## src/rtl/core/sha256_stream_hasher_top_assert.svh

```systemverilog
// Assertion macros for the SHA-256 stream hasher.
`ifndef SHA256_STREAM_HASHER_TOP_ASSERT_SVH
`define SHA256_STREAM_HASHER_TOP_ASSERT_SVH
`ifndef SYNTHESIS
`define SH_ASSERT_IMPL(lbl, clk, rst_n, ante, cons) \
  lbl: assert property (@(posedge clk) disable iff (!rst_n) (ante) |-> (cons)) \
    else $error("assertion failed");
`define SH_ASSERT_NEXT(lbl, clk, rst_n, ante, cons) \
  lbl: assert property (@(posedge clk) disable iff (!rst_n) (ante) |=> (cons)) \
    else $error("assertion failed");
`else
`define SH_ASSERT_IMPL(lbl, clk, rst_n, ante, cons)
`define SH_ASSERT_NEXT(lbl, clk, rst_n, ante, cons)
`endif
`endif

```

## src/rtl/core/sha_pkg.sv

```systemverilog
// ----------------------------------------------------------------------------
// sha_pkg
// Types, constants and round functions for the SHA-256 stream hasher.
// ----------------------------------------------------------------------------
`default_nettype none
package sha_pkg;
  localparam int unsigned LengthPos  = 56;

  typedef enum logic [2:0] {
    ST_IDLE, ST_LOAD, ST_PAD, ST_ROUND, ST_FOLD, ST_EMIT
  } sha_state_t;

  // controller -> datapath
  typedef struct packed {
    logic       wr_byte;     // write wr_data into block at fill
    logic [7:0] wr_data;
    logic       count_byte;  // message byte: bump length
    logic       start;       // load working vars from chain
    logic       round;       // one compression round
    logic       fold;        // add working vars into chain
    logic       restart;     // back to initial values
  } sha_cmd_t;

  // datapath -> controller
  typedef struct packed {
    logic [5:0] fill;
    logic [5:0] round_idx;
    logic [7:0] len_byte;    // length byte at current fill (pad phase)
  } sha_sts_t;

  localparam logic [31:0] K [64] = '{
    32'h428a2f98,32'h71374491,32'hb5c0fbcf,32'he9b5dba5,32'h3956c25b,32'h59f111f1,
    32'h923f82a4,32'hab1c5ed5,32'hd807aa98,32'h12835b01,32'h243185be,32'h550c7dc3,
    32'h72be5d74,32'h80deb1fe,32'h9bdc06a7,32'hc19bf174,32'he49b69c1,32'hefbe4786,
    32'h0fc19dc6,32'h240ca1cc,32'h2de92c6f,32'h4a7484aa,32'h5cb0a9dc,32'h76f988da,
    32'h983e5152,32'ha831c66d,32'hb00327c8,32'hbf597fc7,32'hc6e00bf3,32'hd5a79147,
    32'h06ca6351,32'h14292967,32'h27b70a85,32'h2e1b2138,32'h4d2c6dfc,32'h53380d13,
    32'h650a7354,32'h766a0abb,32'h81c2c92e,32'h92722c85,32'ha2bfe8a1,32'ha81a664b,
    32'hc24b8b70,32'hc76c51a3,32'hd192e819,32'hd6990624,32'hf40e3585,32'h106aa070,
    32'h19a4c116,32'h1e376c08,32'h2748774c,32'h34b0bcb5,32'h391c0cb3,32'h4ed8aa4a,
    32'h5b9cca4f,32'h682e6ff3,32'h748f82ee,32'h78a5636f,32'h84c87814,32'h8cc70208,
    32'h90befffa,32'ha4506ceb,32'hbef9a3f7,32'hc67178f2};

  localparam logic [31:0] H0 [8] = '{
    32'h6a09e667,32'hbb67ae85,32'h3c6ef372,32'ha54ff53a,
    32'h510e527f,32'h9b05688c,32'h1f83d9ab,32'h5be0cd19};

  function automatic logic [31:0] ror(input logic [31:0] x, input int unsigned n);
    ror = (x >> n) | (x << (32 - n));
  endfunction
endpackage
`default_nettype wire

```

## src/rtl/core/sha_dp.sv

```systemverilog
// ----------------------------------------------------------------------------
// sha_dp
// Block buffer, schedule window, round logic, chaining words and length.
// ----------------------------------------------------------------------------
`default_nettype none
module sha_dp import sha_pkg::*; (
  input  wire logic        clk,
  input  wire logic        rst_n,
  input  sha_cmd_t         cmd,
  output sha_sts_t         sts,
  output logic [255:0]     digest
);
  logic [31:0] w_r [16];          // 16-word schedule window, also the byte buffer
  logic [31:0] v_r [8];
  logic [31:0] h_r [8];
  logic [5:0]  fill_r, rnd_r;
  logic [63:0] cnt_r;
  logic [63:0] bits;

  assign bits = {cnt_r[60:0], 3'b000};
  assign sts.fill = fill_r;
  assign sts.round_idx = rnd_r;
  // fill 56..63 picks bit-length bytes MSB first
  assign sts.len_byte = bits[{~fill_r[2:0], 3'b000} +: 8];

  logic [31:0] wt, w_new, s0, s1, t1, t2;
  always_comb begin
    wt = w_r[0];
    s0 = ror(w_r[1], 7) ^ ror(w_r[1], 18) ^ (w_r[1] >> 3);
    s1 = ror(w_r[14], 17) ^ ror(w_r[14], 19) ^ (w_r[14] >> 10);
    w_new = w_r[0] + s0 + w_r[9] + s1;
    t1 = v_r[7] + (ror(v_r[4], 6) ^ ror(v_r[4], 11) ^ ror(v_r[4], 25))
       + ((v_r[4] & v_r[5]) ^ (~v_r[4] & v_r[6])) + K[rnd_r] + wt;
    t2 = (ror(v_r[0], 2) ^ ror(v_r[0], 13) ^ ror(v_r[0], 22))
       + ((v_r[0] & v_r[1]) ^ (v_r[0] & v_r[2]) ^ (v_r[1] & v_r[2]));
  end

  always_ff @(posedge clk) begin
    if (cmd.wr_byte) begin
      // bytes enter at the tail; after 64 of them word 0 holds bytes 0..3
      for (int i = 0; i < 15; i++) w_r[i] <= {w_r[i][23:0], w_r[i+1][31:24]};
      w_r[15] <= {w_r[15][23:0], cmd.wr_data};
    end else if (cmd.round) begin
      for (int i = 0; i < 15; i++) w_r[i] <= w_r[i+1];
      w_r[15] <= w_new;
    end
    if (cmd.start) begin
      for (int i = 0; i < 8; i++) v_r[i] <= h_r[i];
    end else if (cmd.round) begin
      v_r[7] <= v_r[6]; v_r[6] <= v_r[5]; v_r[5] <= v_r[4];
      v_r[4] <= v_r[3] + t1;
      v_r[3] <= v_r[2]; v_r[2] <= v_r[1]; v_r[1] <= v_r[0];
      v_r[0] <= t1 + t2;
    end
  end

  always_ff @(posedge clk) begin
    if (!rst_n || cmd.restart) begin
      for (int i = 0; i < 8; i++) h_r[i] <= H0[i];
      fill_r <= '0;
      cnt_r  <= '0;
      rnd_r  <= '0;
    end else begin
      if (cmd.wr_byte) fill_r <= fill_r + 6'd1;
      if (cmd.count_byte) cnt_r <= cnt_r + 64'd1;
      if (cmd.start) rnd_r <= '0;
      else if (cmd.round) rnd_r <= rnd_r + 6'd1;
      if (cmd.fold)
        for (int i = 0; i < 8; i++) h_r[i] <= h_r[i] + v_r[i];
    end
  end

  always_comb
    for (int i = 0; i < 8; i++) digest[32*i +: 32] = h_r[i];
endmodule
`default_nettype wire

```

## src/rtl/core/sha_ctrl.sv

```systemverilog
// ----------------------------------------------------------------------------
// sha_ctrl
// Sequencer: byte intake, padding, 64 rounds per block, digest handoff.
// ----------------------------------------------------------------------------
`default_nettype none
module sha_ctrl import sha_pkg::*; (
  input  wire logic  clk,
  input  wire logic  rst_n,
  input  wire logic  in_valid,
  output logic       in_ready,
  input  wire logic [7:0] in_byte,
  input  wire logic  in_present,
  input  wire logic  in_last,
  output logic       out_valid,
  input  wire logic  out_ready,
  input  sha_sts_t   sts,
  output sha_cmd_t   cmd
);
  sha_state_t state_r, state_nxt;
  logic pad_r, pad_nxt;          // finishing a message
  logic mark_r, mark_nxt;        // 0x80 already written
  logic last_r, last_nxt;        // end mark pending after current block
  logic len_r, len_nxt;          // block being padded carries the length
  logic acc;

  assign acc = in_valid && in_ready;

  always_ff @(posedge clk) begin
    if (!rst_n) begin
      state_r <= ST_IDLE; pad_r <= 1'b0; mark_r <= 1'b0; last_r <= 1'b0;
    end else begin
      state_r <= state_nxt; pad_r <= pad_nxt; mark_r <= mark_nxt; last_r <= last_nxt;
    end
  end

  always_comb begin
    state_nxt = state_r;
    pad_nxt = pad_r; mark_nxt = mark_r; last_nxt = last_r;
    unique case (state_r)
      ST_IDLE: begin
        if (acc) begin
          if (in_present && sts.fill == 6'd63) begin
            state_nxt = ST_LOAD; last_nxt = in_last;
          end else if (in_last) begin
            state_nxt = ST_PAD; pad_nxt = 1'b1; mark_nxt = 1'b0;
          end
        end
      end
      ST_PAD: begin
        if (!mark_r) mark_nxt = 1'b1;
        if (sts.fill == 6'd63) state_nxt = ST_LOAD;
      end
      ST_LOAD:  state_nxt = ST_ROUND;
      ST_ROUND: if (sts.round_idx == 6'd63) state_nxt = ST_FOLD;
      ST_FOLD: begin
        if (last_r) begin
          state_nxt = ST_PAD; pad_nxt = 1'b1; mark_nxt = 1'b0; last_nxt = 1'b0;
        end else if (pad_r) begin
          // done once the block with the length has been folded in
          if (mark_r && len_r) state_nxt = ST_EMIT;
          else state_nxt = ST_PAD;
        end else state_nxt = ST_IDLE;
      end
      ST_EMIT: if (out_ready) begin
        state_nxt = ST_IDLE; pad_nxt = 1'b0; mark_nxt = 1'b0;
      end
      default: state_nxt = ST_IDLE;
    endcase
  end

  always_ff @(posedge clk) begin
    if (!rst_n) len_r <= 1'b0;
    else len_r <= len_nxt;
  end

  always_comb begin
    cmd = '0;
    len_nxt = len_r;
    in_ready = (state_r == ST_IDLE);
    out_valid = (state_r == ST_EMIT);
    unique case (state_r)
      ST_IDLE: begin
        len_nxt = 1'b0;
        if (acc && in_present) begin
          cmd.wr_byte = 1'b1; cmd.wr_data = in_byte; cmd.count_byte = 1'b1;
        end
      end
      ST_PAD: begin
        cmd.wr_byte = 1'b1;
        if (!mark_r) begin
          cmd.wr_data = 8'h80;
          // length can go in this block only if mark lands below 56
          len_nxt = (sts.fill < 6'(LengthPos));
        end else if (len_r) cmd.wr_data = (sts.fill >= 6'(LengthPos)) ? sts.len_byte : 8'h00;
        else cmd.wr_data = 8'h00;
      end
      ST_LOAD:  cmd.start = 1'b1;
      ST_ROUND: cmd.round = 1'b1;
      ST_FOLD: begin
        cmd.fold = 1'b1;
        // zero-only pad block done: the next one carries the length
        if (pad_r && !len_r) len_nxt = 1'b1;
      end
      ST_EMIT:  if (out_ready) cmd.restart = 1'b1;
      default: ;
    endcase
  end
endmodule
`default_nettype wire

```

## src/rtl/core/sha256_stream_hasher_top.sv

```systemverilog
// ----------------------------------------------------------------------------
// sha256_stream_hasher_top
// SHA-256 over a byte stream, one byte per item, digest on end mark.
// ----------------------------------------------------------------------------
// in_tdata[7:0] carries a byte when in_tuser is 1; in_tlast ends the message.
// An item with no byte and no end mark is accepted and ignored.
// Byte intake accepts one item per cycle while not stalled. Each 64th byte stalls input
// for one load, 64 rounds of a single shared round unit and one fold.
// After an end mark the controller pads byte by byte, runs one or two
// more compressions, then presents the digest on out_tdata
// (word 0 in the low 32 bits) with out_tvalid held until out_tready.
// Input stays stalled while the digest waits; taking it restores the
// initial chaining values for the next message.
// Reset (rst_n low, synchronous) restores initial values and empties the
// block; the block buffer itself is not cleared.
// ----------------------------------------------------------------------------
`default_nettype none
`include "sha256_stream_hasher_top_assert.svh"
module sha256_stream_hasher_top import sha_pkg::*; (
  input  wire logic         clk,
  input  wire logic         rst_n,
  input  wire logic         in_tvalid,
  output logic              in_tready,
  input  wire logic [7:0]   in_tdata,   // data_byte
  input  wire logic         in_tuser,   // byte_present
  input  wire logic         in_tlast,   // last_of_message
  output logic              out_tvalid,
  input  wire logic         out_tready,
  output logic [255:0]      out_tdata   // digest_word_0 .. digest_word_7
);
  sha_cmd_t   cmd;
  sha_sts_t   sts;

  sha_ctrl u_ctrl (
    .clk, .rst_n, .in_valid(in_tvalid), .in_ready(in_tready), .in_byte(in_tdata),
    .in_present(in_tuser), .in_last(in_tlast), .out_valid(out_tvalid),
    .out_ready(out_tready), .sts, .cmd);

  sha_dp u_dp (.clk, .rst_n, .cmd, .sts, .digest(out_tdata));

  `SH_ASSERT_IMPL(a_excl, clk, rst_n, out_tvalid, !in_tready)
  `SH_ASSERT_NEXT(a_hold, clk, rst_n, out_tvalid && !out_tready, $stable(out_tdata))
  `SH_ASSERT_IMPL(a_busy, clk, rst_n, cmd.round, !in_tready && !out_tvalid)
endmodule
`default_nettype wire

```

## config.mk

```make
export PLATFORM = sky130hd
export DESIGN_NAME = sha256_stream_hasher_top
export DESIGN_NICKNAME = d
export VERILOG_FILES = /design/src/rtl/core/sha_pkg.sv /design/src/rtl/core/sha_dp.sv /design/src/rtl/core/sha_ctrl.sv /design/src/rtl/core/sha256_stream_hasher_top.sv
export VERILOG_INCLUDE_DIRS = /design/src /design/src/rtl/core
export SDC_FILE = /design/constraint.sdc
export NUM_CORES = 2
export LEC_CHECK = 0
export ABC_AREA = 1
export BUFFER_PORTS_ARGS = -buffer_cell sky130_fd_sc_hd__buf_2
export CORE_MARGIN = 1.5
export CORE_UTILIZATION = 44
export DETAILED_ROUTE_END_ITERATION = 6
export PLACE_DENSITY = 0.65
export SYNTH_ARGS = -nofsm -noshare
export SYNTH_HDL_FRONTEND = slang
export SYNTH_SLANG_ARGS = --single-unit
```

## constraint.sdc

```tcl
create_clock -name clk -period 30 [get_ports clk]
set_clock_uncertainty 0.2 [all_clocks]
set_input_delay 6 -clock clk [delete_from_list [all_inputs] [get_ports clk]]
set_output_delay 6 -clock clk [all_outputs]
set_load 0.03 [all_outputs]
```

* Yosys cells after proc, flatten, opt, wreduce, memory -nomap -nowiden
Memory sizes are Yosys's and may differ from the RTL's. Cells that the tools add are included.
Word-level totals: flip-flop bits (word level) 83, bits in writable memories 1024, memory bits (read-only) 2048, input port bits 14, logic and storage cells 221, memories 4
Cells by class: add/subtract/negate cells 21, magnitude comparators 3, equality and inequality tests 18, shift-type cells 1, muxes and demuxes 86, bitwise operators 61, reduce and logical (&&, ||, !) cells 19
Memories:
- (no name shown) | words 64, width 32, read ports 1, clocked after memory_dff 0, wr ports 0, RTL line sha_dp.sv:33 | + ((v_r[4] & v_r[5]) ^ (~v_r[4] & v_r[6])) + K[rnd_r] + wt;
- u_dp.w_r | words 16, width 32, read ports 16, clocked after memory_dff 0, wr ports 16, RTL line sha_dp.sv:13 | logic [31:0] w_r [16];
- u_dp.h_r | words 8, width 32, read ports 8, clocked after memory_dff 0, wr ports 8, RTL line sha_dp.sv:15 | logic [31:0] h_r [8];
- u_dp.v_r | words 8, width 32, read ports 8, clocked after memory_dff 0, wr ports 8, RTL line sha_dp.sv:14 | logic [31:0] v_r [8];
Operators with widths (count):
- 2-to-1 mux 32 bit | 34
- adder 32 bit | 18
- XOR 32 bit | 9
- AND 32 bit | 5
- adder 64 x 1 -> 64 bit (second input constant) | 1
- indexed part select 64 x 7 -> 8 bit | 1
- 2-to-1 mux 1 bit | 33
- inverter 32 bit | 1
- OR 1 bit | 32
- OR 10 x 32 -> 32 bit | 1
- OR 13 x 32 -> 32 bit | 1
- OR 14 x 32 -> 32 bit | 1
- OR 15 x 32 -> 32 bit | 1
- OR 19 x 32 -> 32 bit | 1
- OR 21 x 32 -> 32 bit | 1
- OR 25 x 32 -> 32 bit | 1
- OR 26 x 32 -> 32 bit | 1
- OR 30 x 32 -> 32 bit | 1
- OR 7 x 32 -> 32 bit | 1
- XOR 32 x 22 -> 32 bit | 1
- XOR 32 x 29 -> 32 bit | 1
- 2-to-1 mux 3 bit | 9
- 2-to-1 mux 8 bit | 3
- case mux 3 bit (6 select lines) | 1
- other kinds (29) | 50

* Depth between registers and ports, before layout
An unclocked memory read counts as a cell.
word-level depth 10, depth in mapped cells 48, mapped depth without buffers 47

* By module
From an unflattened synthesis, not the netlist that was laid out.
Unflattened totals: cell total of the unflattened synthesis 9389, area, all modules 77453.0 µm²
By module, submodules not included:
- sha_dp | instances 1, cells each 9250, area an instance 76649.8 µm²
- sha_ctrl | instances 1, cells each 139, area an instance 803.3 µm²

* Worst setup path after synthesis
Ideal clock, no wire load.
kind reg-to-reg, start register u_ctrl.state_r[0], end memory u_dp.w_r[0][0] (enable), library setup time 0.901 ns, data arrival time 23.766 ns, data required time 28.899 ns, setup slack 5.133 ns, stages on the path, launching flop included 8, path buffers 3, clock period less this slack 24.867 ns, cells stage by stage dfxtp_1 -> inv_1 -> nor2_1 -> nand2_1 -> clkbuf_1 -> clkbuf_1 -> clkbuf_1 -> nand2_1
RTL lines:
- from (decl) | RTL line sha_ctrl.sv:19 | sha_state_t state_r, state_nxt;
- from (signal assigned) | RTL line sha_ctrl.sv:32 | state_r <= state_nxt; pad_r <= pad_nxt; mark_r <= mark_nxt; last_r <= last_nxt;
- to (decl) | RTL line sha_dp.sv:13

==> results.sh <==
export IMPL_run_status="completed"
export IMPL_worst_pin_slew_ns=1.15
export IMPL_routabilityCongestion=1.01
export IMPL_crit_required_ns=30.21
export IMPL_synth_compound_area_frac=0.136
export IMPL_instances_no_fill=12262
export IMPL_syn_area_sq_um=77900
export IMPL_muxShareOfSynthArea=0.00154
export IMPL_cpLargestDelayFamily="buffers and inverters"
export IMPL_die_area_sq_um=180000
export IMPL_portBuffers=271
export IMPL_coreArea_sq_um=176000
export IMPL_synth_simple_area_share=0.220
export IMPL_hold_viol=0
export IMPL_max_slew_margin=0.213
export IMPL_async_reset_ff_frac=0
export IMPL_synth_warnings=0
export IMPL_hpwl_microns=225000
export IMPL_avgSynthCellArea_sq_um=8.02
export IMPL_vias=68959
export IMPL_clkTransAtPathRegs_ns=0.06
export IMPL_synthFlopType="edfxtp_1"
export IMPL_whs_path_depth=2
export IMPL_n_antenna_cell=0
export IMPL_synthAdderAreaFrac=0.116
export IMPL_fin_crit_sh=0.341
export IMPL_grt_max_degree=230
export IMPL_placed_cells=12025
export IMPL_grt_pass1_vias=65257
export IMPL_cts_hold_buffers_added=0
export IMPL_worst_path_max_fanout=58
export IMPL_synth_edf_count=1024
export IMPL_hold_path_class="reg2reg"
export IMPL_clock_latency_ns=0.80
export IMPL_clk_path_buf_depth=3
export IMPL_grt_pass1_wl_microns=425000
export IMPL_rr_worst_depth=36
export IMPL_crit_buf_inv=5
export IMPL_fin_tns_setup_ns=0
export IMPL_dp_slack_ns=18.90
export IMPL_nFillCells=17359
export IMPL_crit_slowest_cell="buf_4"
export IMPL_grt_overflow=0
export IMPL_crit_top_cell="buf_4"
export IMPL_cp_num_cells=8
export IMPL_antenna_found_initial=0
export IMPL_min_period_ns=10.23
export IMPL_cts_setup_buffers=0
export IMPL_wl_microns=290000
export IMPL_grt_setup_unrepaired="false"
export IMPL_slowest_delay_ns=0.81
export IMPL_die_h_microns=424
export IMPL_arrival_ns=10.44
export IMPL_maxCapViolCount=0
export IMPL_synth_distinct_cells=60
export IMPL_die_x_microns=424
export IMPL_fin_ws_ns=19.77
export IMPL_synth_cells=9716
export IMPL_h_tree_depth=4
export IMPL_syn_num_nets=10321
export IMPL_layout_drive_gt1_share=0.0612
export IMPL_root_buffer="clkbuf_16"
export IMPL_max_freq_ghz=0.0977
export IMPL_ys_ff_latch=1104
export IMPL_critical_path_class="in2reg"
export IMPL_yosys_area_share_xor_xnor=0.0376
export IMPL_synth_top_family_by_area="simple AND/OR/NAND/NOR gates"
export IMPL_drt_iter0_markers=7430
export IMPL_finalSetupViolCount=0
export IMPL_start_util=0.443
export IMPL_cts_sinks=1104
export IMPL_drc_errors=0
export IMPL_rows=154
export IMPL_first_pass_iters=6
export IMPL_viasPerCell=5.62
export IMPL_numCtsBuffers=133
export IMPL_post_drt_wl_per_cell_microns=23.7
export IMPL_cp_cell_sequence="buf_2 -> nand2_1 -> nand2_2 -> inv_2 -> nand2_4 -> buf_4 -> buf_4 -> buf_4"
export IMPL_drtAntennaViolNets=0
export IMPL_cts_tree="built"
export IMPL_yosysSeqAreaShare=0.415
export IMPL_grt_use_total=0.317
export IMPL_area_growth_pct=9.76
export IMPL_layout_nets=10425
export IMPL_pin_count=272
export IMPL_cts_resized=0
export IMPL_slew_violations=0
export IMPL_worst_setup_path_start_kind="input port"
export IMPL_endpoint_kind="register"
-- synthesized netlist by cell type, types with 28 or more instances --
| library cell | count | area share |
|---|---|---|
| nand2_1 | 2717 | 0.13 |
| inv_1 | 1146 | 0.055 |
| edfxtp_1 | 1024 | 0.39 |
| o21ai_0 | 871 | 0.056 |
| nor2_1 | 731 | 0.035 |
| a21oi_1 | 712 | 0.046 |
| nand3_1 | 401 | 0.026 |
| ha_1 | 396 | 0.064 |
| clkbuf_1 | 306 | 0.015 |
| fa_1 | 195 | 0.050 |
| xor2_1 | 179 | 0.020 |
| xnor2_1 | 156 | 0.018 |
| nand4_1 | 115 | 0.0092 |
| nor3_1 | 100 | 0.0064 |
| dfxtp_1 | 80 | 0.021 |
| a21o_1 | 67 | 0.0065 |
| o21a_1 | 63 | 0.0061 |
| or2_2 | 58 | 0.0047 |
| a31oi_1 | 44 | 0.0035 |
| o21bai_1 | 41 | 0.0039 |
| buf_2 | 33 | 0.0021 |
| o221ai_1 | 28 | 0.0031 |
-- worst min-delay path, cell delays in order (launching register included) --
cell	delay (ns)
dfxtp_1	0.32
nand2_1	0.06
a21oi_1	0.06
-- cell families after synthesis --
group                      after synthesis
xor gates and xnor gates               335
buffers and inverters                 1509
and+or+nand+nor                       4204
AOI/OAI and AO/OA                     1940
muxes                                   12
DFF                                   1104
adders and majority gates              612
-- metal layers --
| layer | track usage | wire length [microns] |
|---|---|---|
| met5 | 0 | 0 |
| met4 | 0.146 | 15300 |
| met3 | 0.0500 | 21900 |
| met2 | 0.493 | 130000 |
| met1 | 0.433 | 123000 |
-- through the flow --
stage          hold WS, ns   util  instance area, sq um
2_1_floorplan        0.253      -                 77900
3_3_place_gp         0.267  0.462                 81400
3_5_place_dp         0.281  0.462                 81400
4_1_cts              0.288  0.486                 85500
5_1_grt              0.319  0.486                 85500
6_report             0.294  0.486                 85500
-- layout make-up --
cell class	instances	area, sq um	area share
timing repair buffer	322	1810	0.0212
clock buffer	162	3440	0.0402
multi-input combinational	7103	39900	0.467
clock inverter	75	743	0.00869
sequential	1104	32400	0.378
tap	2340	2930	0.0342
inverter	1156	4350	0.0509
-- path summary, 6_finish.rpt --
path / endpoint / from / slack, ns
worst max register to register: u_dp.v_r[0][30] / u_dp.rnd_r[1] / 20.04
worst max-delay path: u_dp.h_r[1][78] / out_tready / 19.77
worst min register to register: u_dp.cnt_r[60] / u_dp.cnt_r[60] / 0.29
worst min-delay path: u_dp.cnt_r[60] / u_dp.cnt_r[60] / 0.29
-- layout by cell type, fill, tap and decap left out, types with 156 or more instances in the layout --
| master | Yosys | routed |
|---|---|---|
| buf_2 | 33 | 271 |
| a21oi_1 | 712 | 712 |
| o21ai_0 | 871 | 871 |
| nor2_1 | 731 | 730 |
| fa_1 | 195 | 195 |
| inv_1 | 1146 | 1144 |
| edfxtp_1 | 1024 | 1024 |
| nand3_1 | 401 | 401 |
| ha_1 | 396 | 396 |
| nand2_1 | 2717 | 2713 |
| xnor2_1 | 156 | 156 |
| xor2_1 | 179 | 179 |
-- state kept, by name, summed over array words and instances, names as in the netlist --
name	count
u_dp.cnt_r	61
u_ctrl.len_r	1
u_ctrl.mark_r	1
u_ctrl.last_r	1
u_dp.h_r	256
u_dp.fill_r	6
u_dp.rnd_r	6
u_ctrl.state_r	3
u_dp.v_r	256
u_dp.w_r	512
u_ctrl.pad_r	1
Power is not shown: default switching activity piles up to over one toggle a cycle in this logic, so the estimate is an artifact.
